File: config.mk
export PLATFORM = sky130hd
export DESIGN_NAME = dawn_dusk_light_sequencer
export DESIGN_NICKNAME = d
export VERILOG_FILES = /design/src/rtl/core/ddls_pkg.sv /design/src/rtl/core/ddls_step.sv /design/src/rtl/core/dawn_dusk_light_sequencer.sv
export SDC_FILE = /design/constraint.sdc
export NUM_CORES = 1
export LEC_CHECK = 0
export BUFFER_PORTS_ARGS = -buffer_cell sky130_fd_sc_hd__buf_4
export CORE_UTILIZATION = 60
export CTS_CLUSTER_DIAMETER = 50
export CTS_CLUSTER_SIZE = 20
export DETAILED_ROUTE_END_ITERATION = 12
export PLACE_DENSITY = 0.8
export SLEW_MARGIN = 40
export SYNTH_ARGS = -nofsm -noshare
export SYNTH_HDL_FRONTEND = slang
export SYNTH_HIERARCHICAL = 1
export SYNTH_SLANG_ARGS = --single-unit
File: constraint.sdc
create_clock -name clk -period 18.95 [get_ports clk]
set_clock_uncertainty 0.05 [all_clocks]
set_input_delay 0.9475 -clock clk [delete_from_list [all_inputs] [get_ports clk]]
set_output_delay 0.9475 -clock clk [all_outputs]
set_load 0.005 [all_outputs]
File: src/rtl/core/ddls_pkg.sv
// ----------------------------------------------------------------------------
// Dawn/dusk light sequencer package
// Shared types and constants: transaction payloads, configuration registers,
// sequencer state and the phase and register index codes.
// ----------------------------------------------------------------------------
`default_nettype none

package ddls_pkg;

	// Drive level limit and reset ramp interval.
	localparam logic [7:0]  LEVEL_TOP      = 8'd255;
	localparam logic [15:0] INTERVAL_RESET = 16'd7060;

	// Configuration port widths.
	localparam int CFG_INDEX_W = 3;
	localparam int CFG_DATA_W  = 16;

	// Sequencer phases.
	typedef enum logic [1:0] {
		PH_IDLE    = 2'd0,
		PH_SUNRISE = 2'd1,
		PH_DAY     = 2'd2,
		PH_SUNSET  = 2'd3
	} phase_t;

	// Configuration register indexes.
	typedef enum logic [CFG_INDEX_W-1:0] {
		REG_ON_HOUR       = 3'd0,
		REG_ON_MINUTE     = 3'd1,
		REG_OFF_HOUR      = 3'd2,
		REG_OFF_MINUTE    = 3'd3,
		REG_MAX_LEVEL     = 3'd4,
		REG_TEMP_SETPOINT = 3'd5,
		REG_RAMP_INTERVAL = 3'd6
	} cfg_reg_t;

	// One input transaction.
	typedef struct packed {
		logic              manual_mode;
		logic [31:0]       now_ms;
		logic [4:0]        hour_now;
		logic [5:0]        minute_now;
		logic signed [7:0] avg_temp;
		logic [7:0]        manual_white;
		logic [7:0]        manual_redblue;
		logic [7:0]        manual_heat;
	} req_t;

	// One result transaction.
	typedef struct packed {
		logic [7:0] white_drive;
		logic [7:0] redblue_drive;
		logic [7:0] heat_drive;
		logic [1:0] phase_now;
	} rsp_t;

	// Configuration registers.
	typedef struct packed {
		logic [4:0]  on_hour;
		logic [5:0]  on_minute;
		logic [4:0]  off_hour;
		logic [5:0]  off_minute;
		logic [7:0]  max_level;
		logic [5:0]  temp_setpoint;
		logic [15:0] ramp_interval_ms;
	} cfg_t;

	// Sequencer and heater state.
	typedef struct packed {
		phase_t      phase;
		logic [7:0]  redblue_level;
		logic [7:0]  white_level;
		logic        redblue_falling;
		logic        white_ramp_enable;
		logic [31:0] redblue_step_mark;
		logic [31:0] white_step_mark;
		logic        heater_on;
	} state_t;

	// Saturating single-count level steps.
	function automatic logic [7:0] inc_sat(input logic [7:0] v);
		return (v == LEVEL_TOP) ? LEVEL_TOP : v + 8'd1;
	endfunction

	function automatic logic [7:0] dec_sat(input logic [7:0] v);
		return (v == 8'd0) ? 8'd0 : v - 8'd1;
	endfunction

endpackage

`default_nettype wire

File: src/rtl/core/ddls_step.sv
// ----------------------------------------------------------------------------
// Dawn/dusk sequencer step logic
// Next state and drive values for one control pass: manual override, heater
// hysteresis, sunrise and sunset ramps and the midnight phase clear.
// ----------------------------------------------------------------------------
`default_nettype none

module ddls_step
	import ddls_pkg::*;
(
	input  wire cfg_t   cfg,
	input  wire state_t cur,
	input  wire req_t   req,
	output state_t      nxt,
	output rsp_t        rsp
);

	logic [31:0] rb_diff;
	logic [31:0] w_diff;
	logic [31:0] interval_ext;
	logic        rb_due;
	logic        w_due;
	logic        interval_zero;
	logic signed [8:0] temp_ext;
	logic signed [8:0] setpoint_ext;

	// Elapsed-time checks against the stored step marks.
	assign interval_ext  = {16'd0, cfg.ramp_interval_ms};
	assign rb_diff       = req.now_ms - cur.redblue_step_mark;
	assign w_diff        = req.now_ms - cur.white_step_mark;
	assign rb_due        = (rb_diff >= interval_ext);
	assign w_due         = (w_diff >= interval_ext);
	assign interval_zero = (cfg.ramp_interval_ms == 16'd0);
	assign temp_ext      = {req.avg_temp[7], req.avg_temp};
	assign setpoint_ext  = $signed({3'b000, cfg.temp_setpoint});

	// Sequencer pass: sunrise block first, then sunset block on its results.
	always_comb begin
		logic mark_set;
		logic rb_due_late;

		nxt         = cur;
		mark_set    = 1'b0;
		rb_due_late = rb_due;
		rsp.white_drive   = cur.white_level;
		rsp.redblue_drive = cur.redblue_level;
		rsp.heat_drive    = 8'd0;

		if (req.manual_mode) begin
			rsp.white_drive   = req.manual_white;
			rsp.redblue_drive = req.manual_redblue;
			rsp.heat_drive    = req.manual_heat;
		end else begin
			// Heater hysteresis: equal temperature keeps the present state.
			if (temp_ext < setpoint_ext) begin
				nxt.heater_on = 1'b1;
			end else if (temp_ext > setpoint_ext) begin
				nxt.heater_on = 1'b0;
			end
			rsp.heat_drive = nxt.heater_on ? LEVEL_TOP : 8'd0;

			// Sunrise start and sunrise ramps.
			if (req.hour_now >= cfg.on_hour && req.minute_now >= cfg.on_minute &&
				req.hour_now <= cfg.off_hour && cur.phase == PH_IDLE) begin
				nxt.phase         = PH_SUNRISE;
				nxt.redblue_level = inc_sat(cur.redblue_level);
			end else if (req.hour_now >= cfg.on_hour && cur.phase == PH_SUNRISE) begin
				if (rb_due && cur.redblue_level <= cfg.max_level && !cur.redblue_falling) begin
					if (cur.redblue_level >= cfg.max_level) begin
						nxt.redblue_falling   = 1'b1;
						nxt.white_ramp_enable = 1'b1;
					end else begin
						nxt.redblue_level = inc_sat(cur.redblue_level);
					end
					nxt.redblue_step_mark = req.now_ms;
					mark_set = 1'b1;
				end else if (rb_due && cur.redblue_falling) begin
					if (cur.redblue_level == 8'd0) begin
						nxt.phase = PH_DAY;
					end else begin
						nxt.redblue_level = dec_sat(cur.redblue_level);
					end
					nxt.redblue_step_mark = req.now_ms;
					mark_set = 1'b1;
				end
				if (w_due && cur.white_level < cfg.max_level && nxt.white_ramp_enable) begin
					nxt.white_level     = inc_sat(cur.white_level);
					nxt.white_step_mark = req.now_ms;
				end
			end

			// A mark just moved to now leaves a zero difference.
			rb_due_late = mark_set ? interval_zero : rb_due;

			// Sunset start and sunset ramps.
			if (req.hour_now >= cfg.off_hour && req.minute_now >= cfg.off_minute &&
				nxt.phase == PH_DAY) begin
				nxt.phase       = PH_SUNSET;
				nxt.white_level = dec_sat(nxt.white_level);
			end else if (req.hour_now >= cfg.off_hour && nxt.phase == PH_SUNSET) begin
				if (rb_due_late && nxt.redblue_falling) begin
					if (nxt.redblue_level >= cfg.max_level) begin
						nxt.redblue_falling   = 1'b0;
						nxt.white_ramp_enable = 1'b0;
					end else begin
						nxt.redblue_level = inc_sat(nxt.redblue_level);
					end
					nxt.white_level       = dec_sat(nxt.white_level);
					nxt.redblue_step_mark = req.now_ms;
				end else if (rb_due_late && !nxt.redblue_falling) begin
					nxt.redblue_level     = dec_sat(nxt.redblue_level);
					nxt.redblue_step_mark = req.now_ms;
				end
			end
		end

		// Midnight returns the sequencer to idle in either mode.
		if (req.hour_now == 5'd0 && req.minute_now == 6'd0) begin
			nxt.phase = PH_IDLE;
		end

		rsp.phase_now = nxt.phase;
	end

endmodule

`default_nettype wire

File: src/rtl/core/dawn_dusk_light_sequencer.sv
// ----------------------------------------------------------------------------
// Dawn/dusk light sequencer
// Lighting ramp sequencer with bang-bang heater control, one control pass
// per input transaction, with a configuration write port.
// ----------------------------------------------------------------------------
//
//  Channel  Handshake              Payload
//  -------  ---------------------  ------------------------------
//  req      req_valid / req_ready  req (req_t), one control pass
//  rsp      rsp_valid / rsp_ready  rsp (rsp_t), drive levels
//  cfg      cfg_valid / cfg_ready  cfg_index, cfg_data
//
// For each pass, state updates on acceptance and the result is
// registered, appearing the cycle after. A new pass is accepted every cycle
// while the result register is empty or being drained in the same cycle.
// Configuration writes are always accepted. Reset restores register defaults
// and clears the sequencer state; the result register starts empty.
//
`default_nettype none

module dawn_dusk_light_sequencer
	import ddls_pkg::*;
(
	input  wire                    clk,
	input  wire                    arst_n,
	input  wire                    req_valid,
	output logic                   req_ready,
	input  wire req_t              req,
	output logic                   rsp_valid,
	input  wire                    rsp_ready,
	output rsp_t                   rsp,
	input  wire                    cfg_valid,
	output logic                   cfg_ready,
	input  wire [CFG_INDEX_W-1:0]  cfg_index,
	input  wire [CFG_DATA_W-1:0]   cfg_data
);

	cfg_t   cfg_q;
	state_t state_q;
	state_t state_nxt;
	rsp_t   rsp_nxt;
	rsp_t   rsp_q;
	logic   rsp_valid_q;
	logic   req_fire;

	assign cfg_ready = 1'b1;
	assign req_ready = !rsp_valid_q || rsp_ready;
	assign req_fire  = req_valid && req_ready;
	assign rsp_valid = rsp_valid_q;
	assign rsp       = rsp_q;

	// Configuration registers.
	always_ff @(posedge clk or negedge arst_n) begin
		if (!arst_n) begin
			cfg_q.on_hour          <= 5'd8;
			cfg_q.on_minute        <= 6'd0;
			cfg_q.off_hour         <= 5'd20;
			cfg_q.off_minute       <= 6'd0;
			cfg_q.max_level        <= LEVEL_TOP;
			cfg_q.temp_setpoint    <= 6'd25;
			cfg_q.ramp_interval_ms <= INTERVAL_RESET;
		end else if (cfg_valid) begin
			unique case (cfg_index)
				REG_ON_HOUR:       cfg_q.on_hour          <= cfg_data[4:0];
				REG_ON_MINUTE:     cfg_q.on_minute        <= cfg_data[5:0];
				REG_OFF_HOUR:      cfg_q.off_hour         <= cfg_data[4:0];
				REG_OFF_MINUTE:    cfg_q.off_minute       <= cfg_data[5:0];
				REG_MAX_LEVEL:     cfg_q.max_level        <= cfg_data[7:0];
				REG_TEMP_SETPOINT: cfg_q.temp_setpoint    <= cfg_data[5:0];
				REG_RAMP_INTERVAL: cfg_q.ramp_interval_ms <= cfg_data;
				default: ;
			endcase
		end
	end

	// Next-state and drive logic for one pass.
	ddls_step u_step (
		.cfg (cfg_q),
		.cur (state_q),
		.req (req),
		.nxt (state_nxt),
		.rsp (rsp_nxt)
	);

	// Sequencer state advances on each accepted transaction.
	always_ff @(posedge clk or negedge arst_n) begin
		if (!arst_n) begin
			state_q.phase             <= PH_IDLE;
			state_q.redblue_level     <= 8'd0;
			state_q.white_level       <= 8'd0;
			state_q.redblue_falling   <= 1'b0;
			state_q.white_ramp_enable <= 1'b0;
			state_q.redblue_step_mark <= 32'd0;
			state_q.white_step_mark   <= 32'd0;
			state_q.heater_on         <= 1'b0;
		end else if (req_fire) begin
			state_q <= state_nxt;
		end
	end

	// Result register valid flag.
	always_ff @(posedge clk or negedge arst_n) begin
		if (!arst_n) begin
			rsp_valid_q <= 1'b0;
		end else if (req_ready) begin
			rsp_valid_q <= req_valid;
		end
	end

	// Result register payload.
	always_ff @(posedge clk) begin
		if (req_fire) begin
			rsp_q <= rsp_nxt;
		end
	end

endmodule

`default_nettype wire

**Word-level counts from Yosys, hierarchy flattened**

Index checks and enable logic that the tools add are counted.

- Output and inout bits: 29
- Bits in registers: 164
- Input bits: 100
- Logic and storage cells: 145

- Bitwise operators: 1
- Multiplexer cells: 51
- Eq/ne operators: 13
- Magnitude comparators: 13
- Add/subtract/negate cells: 8
- Reductions and logical operators: 39

Operators with widths:

| operator | count |
|---|---|
| 32-bit two-way mux | 5 |
| 74-bit two-way mux | 2 |
| 8-bit two-way mux | 16 |
| 85-bit two-way mux | 1 |
| 84-bit two-way mux | 1 |
| 32-bit by 16-bit >= comparator with 1-bit output | 2 |
| 32-bit subtractor | 2 |
| 50-bit two-way mux | 1 |
| 10-bit two-way mux | 4 |
| 34-bit two-way mux | 1 |
| 8-bit by 1-bit adder with 8-bit output, second input constant | 3 |
| 8-bit equality test, second input constant | 3 |
| 8-bit zero test | 3 |
| 8-bit by 1-bit subtractor with 8-bit output, second input constant | 3 |
| 2-bit two-way mux | 10 |
| 8-bit >= comparator | 2 |
| 1-bit logical AND | 16 |
| 16-bit zero test | 1 |
| 16-bit two-way mux | 1 |
| 2-bit AND reduction | 8 |
| 6-bit >= comparator | 2 |
| 5-bit >= comparator | 2 |
| 3-bit equality test, second input constant | 3 |
| 1-bit two-way mux | 9 |
| other kinds (19) | 24 |

**Logic depth before layout (Yosys ltp)**

- Depth in word-level cells: 21
- Gate-level depth with buffers: 35
- Mapped depth without buffers: 35

**By module**

The synthesis kept the hierarchy.

Modules (own cells, without submodules):

| module | sequential area each (um2) | instances | area each (um2) | cells each |
|---|---|---|---|---|
| ddls_step | 0.0 | 1 | 9685.5 | 1443 |
| dawn_dusk_light_sequencer | 4260.3 | 1 | 6030.8 | 328 |

**Worst setup path after synthesis**

No wires, ideal clock.

- Path kind: input to register
- Start point: input req[43] (netlist name)
- End point: register state_q[78] (netlist name)
- Data arrival time: 7.628 ns
- Setup slack: 11.147 ns
- Stages on the path: 34
- Buffers on the path: 0
- Cells stage by stage: inv_1 -> ha_1 -> fa_1 -> nor2b_1 -> o211ai_1 -> a21o_1 -> o211a_1 -> o21ai_0 -> xor2_1 -> ha_1 -> a21o_1 -> a22oi_1 -> or4b_1 -> a2111oi_0 -> and4_1 -> and3_1 -> nor2_1 -> o21ai_1 -> ha_1 -> nand2b_1 -> a21o_1 -> a21o_1 -> a21o_1 -> a21oi_1 -> nor2b_1 -> o21ai_0 -> nand2b_1 -> a21oi_1 -> inv_1 -> nor4_4 -> o21a_1 -> a21oi_1 -> o32a_1 -> mux2_2

- Longest elaborated chain between the ends: 17

Ends and longest elaborated chain:

| item | line | text |
|---|---|---|
| start, declared | dawn_dusk_light_sequencer.sv:28 | `input wire req_t req,` |
| 32-bit subtractor * | ddls_step.sv:29 | `assign rb_diff = req.now_ms - cur.redblue_step_mark;` |
| 32-bit by 16-bit >= comparator with 1-bit output * | ddls_step.sv:31 | `assign rb_due = (rb_diff >= interval_ext);` |
| parallel branches: the longest is 14 deep, another holds 8-bit by 1-bit subtractor with 8-bit output | n/a |  |
| 8-bit two-way mux * | ddls_step.sv:96 | `if (req.hour_now >= cfg.off_hour && req.minute_now >= cfg.off_minute &&` |
| end signal, assigned | dawn_dusk_light_sequencer.sv:97 | `state_q <= state_nxt;` |
| end, declared | dawn_dusk_light_sequencer.sv:39 | `state_t state_q;` |

Every way passes the cells marked *. The select of a mux whose other input is x is not followed.
A chain may end at the register's enable or synchronous reset.

**Worst setup path in the final report**

Same ends and word-level chain as after synthesis.

==> results by group <==
Logic synthesis
  – Mapped Avg Cell Area: 8.87 um^2
  – Main synth FF type: dfrtp_1
  – Top cells by area, synth: dfrtp_1 19%, mux2_2 13%, ha_1 12%, edfxtp_1 5.0%, inv_1 4.0%
  – Leading area contributor after synthesis: dfrtp_1
  – Most common cell in the netlist: mux2_2
  – Mapped Cells: roughly 1800
  – Area share of the leading cell type in the synthesized netlist: 18.6%
  – FF+latch count, synth: about 160
  – Post-synth EDFFs: 26
  – Synth unique cells: 106
  – Mapped Area: approximately 16000 um^2
  – Ys async rst share: between 80 and 90%
  – Post-synth net total: between 2000 and 2500
  – Seq/Total Area, Yosys: 27.1%
  – Most frequent cells after synthesis: 188 x mux2_2, 169 x inv_1, 152 x ha_1
  – Ys Warns: 6

Route
  – Post-DRT Antenna Nets: 0
  – Via count: between 10000 and 15000
  – Post-route DRC: 0
  – Final wirelength: between 40 and 50 mm
  – Drt first-iter violations: 1185
  – WL/cell: between 15 and 20 um
  – 1st-pass router iterations: 6
  – Vias per Instance: between 6 and 7

Place
  – Dpl cell area: about 17000 um^2
  – Detail Placement HPWL: between 30 and 40 mm
  – Cells after DPL: 2163
  – Number of port buffers: ~130
  – Final Wtd Congestion: roughly 0.96
  – Dpl ws: ~10000 ps

Critical path
  – Worst-path fanout max: 8
  – Flop-to-flop setup slack: between 10000 and 15000 ps
  – Reg-to-reg endpoint: state_q[78]$_DFFE_PN0P_
  – RR Startpoint: state_q[33]$_DFFE_PN0P_
  – CP Capture Type: flip-flop
  – CP peak stage delay: about 440 ps
  – Reg2Reg Depth: 33
  – CP Class: input pin to flip-flop
  – WP data arrival: ~8500 ps
  – Slowest cell on crit path: or4b_1
  – Cell mode on critical path: a21o_1
  – Crit start category: input pin
  – Worst EP required: 19230 ps

Cells and area
  – Final Cell Area: between 15000 and 20000 um^2
  – Nets@finish: ~2100
  – Ant. Diodes: 0
  – Final Util: around two thirds
  – Finished Layout Cells: around 2200
  – Layout cells sized above 1: about a quarter
  – Area grow syn2layout: 11.0%

Power
  – Tot Pwr: between 2 and 3 mW
  – P_leak: approximately 7.8 nW
  – VDD IR max: 0.0847 mV
  – PwrDens: about 150 nW/um^2

Timing
  – Final worst path period share: between 40% and 50%
  – Fin. Hold Viols: 0
  – Fin Setup TNS: 0 ps
  – Setup WS post-layout: around 11000 ps
  – Worst-margin pin slew: 748 ps
  – Setup violations, final: 0
  – Hold WS: just over 400 ps
  – Unrepaired setup endpoints after global routing: false
  – Relative slew slack: between 40% and 50%
  – Slew Limit Fails: 0
  – Minimum clock period: 8250 ps
  – Fmax: roughly 0.12 GHz

Floorplan
  – Initial core utilization: between 60 and 70%
  – Core area: approximately 25000 um^2
  – Die span in y: 164 um
  – Die ar.: approximately 27000 um^2
  – IO Pins: roughly 130
  – DIE WIDTH: around 160 um
  – Row count: between 50 and 60

Run
  – Max_cap viols: 0

Clock network
  – Post_cts resized: 0
  – H-tree Lvls: 4
  – Worst-path clk slew: roughly 80 ps
  – CTS tree: built
  – Hold-fix buffer count after cts: 0
  – Num Clock Sinks: approximately 160
  – Post-CTS Setup Bufs: 0
  – TritonCTS buffer count: 17
  – Clock latency at the later pin of the worst-skew pair: around 450 ps
  – Root Driver: clkbuf_16
  – CTS Buffer Depth: 2

Global route
  – GRT Total Usage: about a third
  – Overflow after GRT: 0
  – First-pass GRT wire length: about 69 mm
  – Largest net degree at the start of global routing: 76
  – Via count of the first global-routing pass: roughly 14000
  – Initial antenna violation count: 0

Status
  – Outcome: finished clean

Hold path
  – Worst min path class: input pin to asynchronous set/reset pin
==> area by class of cell <==
class,count,area [um^2]
fill,2015,8030
clock inverter,15,193
tap,330,413
inverter,170,638
timing repair buffer,138,1040
sequential,164,4260
multi-input combinational,1361,10500
clock buffer,17,425
==> layer usage <==
metal  part of all wire [%]  global-route usage [%]  up-vias
li1                       -                       -     6638
met1                     44                    41.4     6617
met2                     49                    57.0      462
met3                    4.6                    3.21       86
met4                    3.1                    11.9        0
met5                      0                       0        -
==> sequential cells by signal, indices dropped and copies added (netlist names) <==
name	flops
rsp_valid	1
state_q	85
cfg_q	52
rsp	26
==> critical path, delay by kind of cell <==
kind                     cells  cell delay [ps]
AO/OA/AOI/OAI               17             3330
XOR/XNOR                     1              170
adder cells (fa/ha/maj)      4             1200
buffers and inverters        4              420
multiplexers                 1              250
AND/OR/NAND/NOR              8             2170
==> worst max-delay path by stage <==
stage | start | slack (ps) | depth (start not counted) | end
after floorplan | req[43] | 11150 | 34 | state_q[78]$_DFFE_PN0P_
after CTS | req[43] | 10840 | 35 | state_q[78]$_DFFE_PN0P_
after global routing | req[43] | 10070 | 35 | state_q[78]$_DFFE_PN0P_
after detailed placement | req[43] | 10380 | 35 | state_q[78]$_DFFE_PN0P_
final | req[43] | 10700 | 35 | state_q[78]$_DFFE_PN0P_
after global placement | req[43] | 10540 | 35 | state_q[78]$_DFFE_PN0P_
==> layout by cell type (no fill, tap or decap), types with 34 or more instances in the layout <==
master,instances
buf_4,136
nor2_1,92
mux2_2,188
nand3_1,42
o21ai_0,111
ha_1,152
a21o_1,46
inv_1,168
nand2_1,150
dfrtp_1,117
a21oi_1,106
xnor2_1,35
nor3_1,34
==> power breakdown <==
part	internal (mW)	leakage (nW)	switching, mW
clock	0.182	0.296	0.190
combinational	0.679	5.66	0.916
sequential	0.478	1.88	0.101
==> kinds of logic after synthesis <==
| kind of cell | after synthesis | synth area share (%) |
|---|---|---|
| AOI/OAI and AO/OA | 464 | 20.3 |
| DFF | 164 | 27.1 |
| muxes | 199 | 14.3 |
| adders and majority gates | 154 | 12.4 |
| other | 1 | 0.0239 |
| buffers and inverters | 246 | 6.41 |
| and+or+nand+nor | 495 | 16.9 |
| xor gates and xnor gates | 48 | 2.67 |
Note: power is estimated with default switching activity, not from simulation.
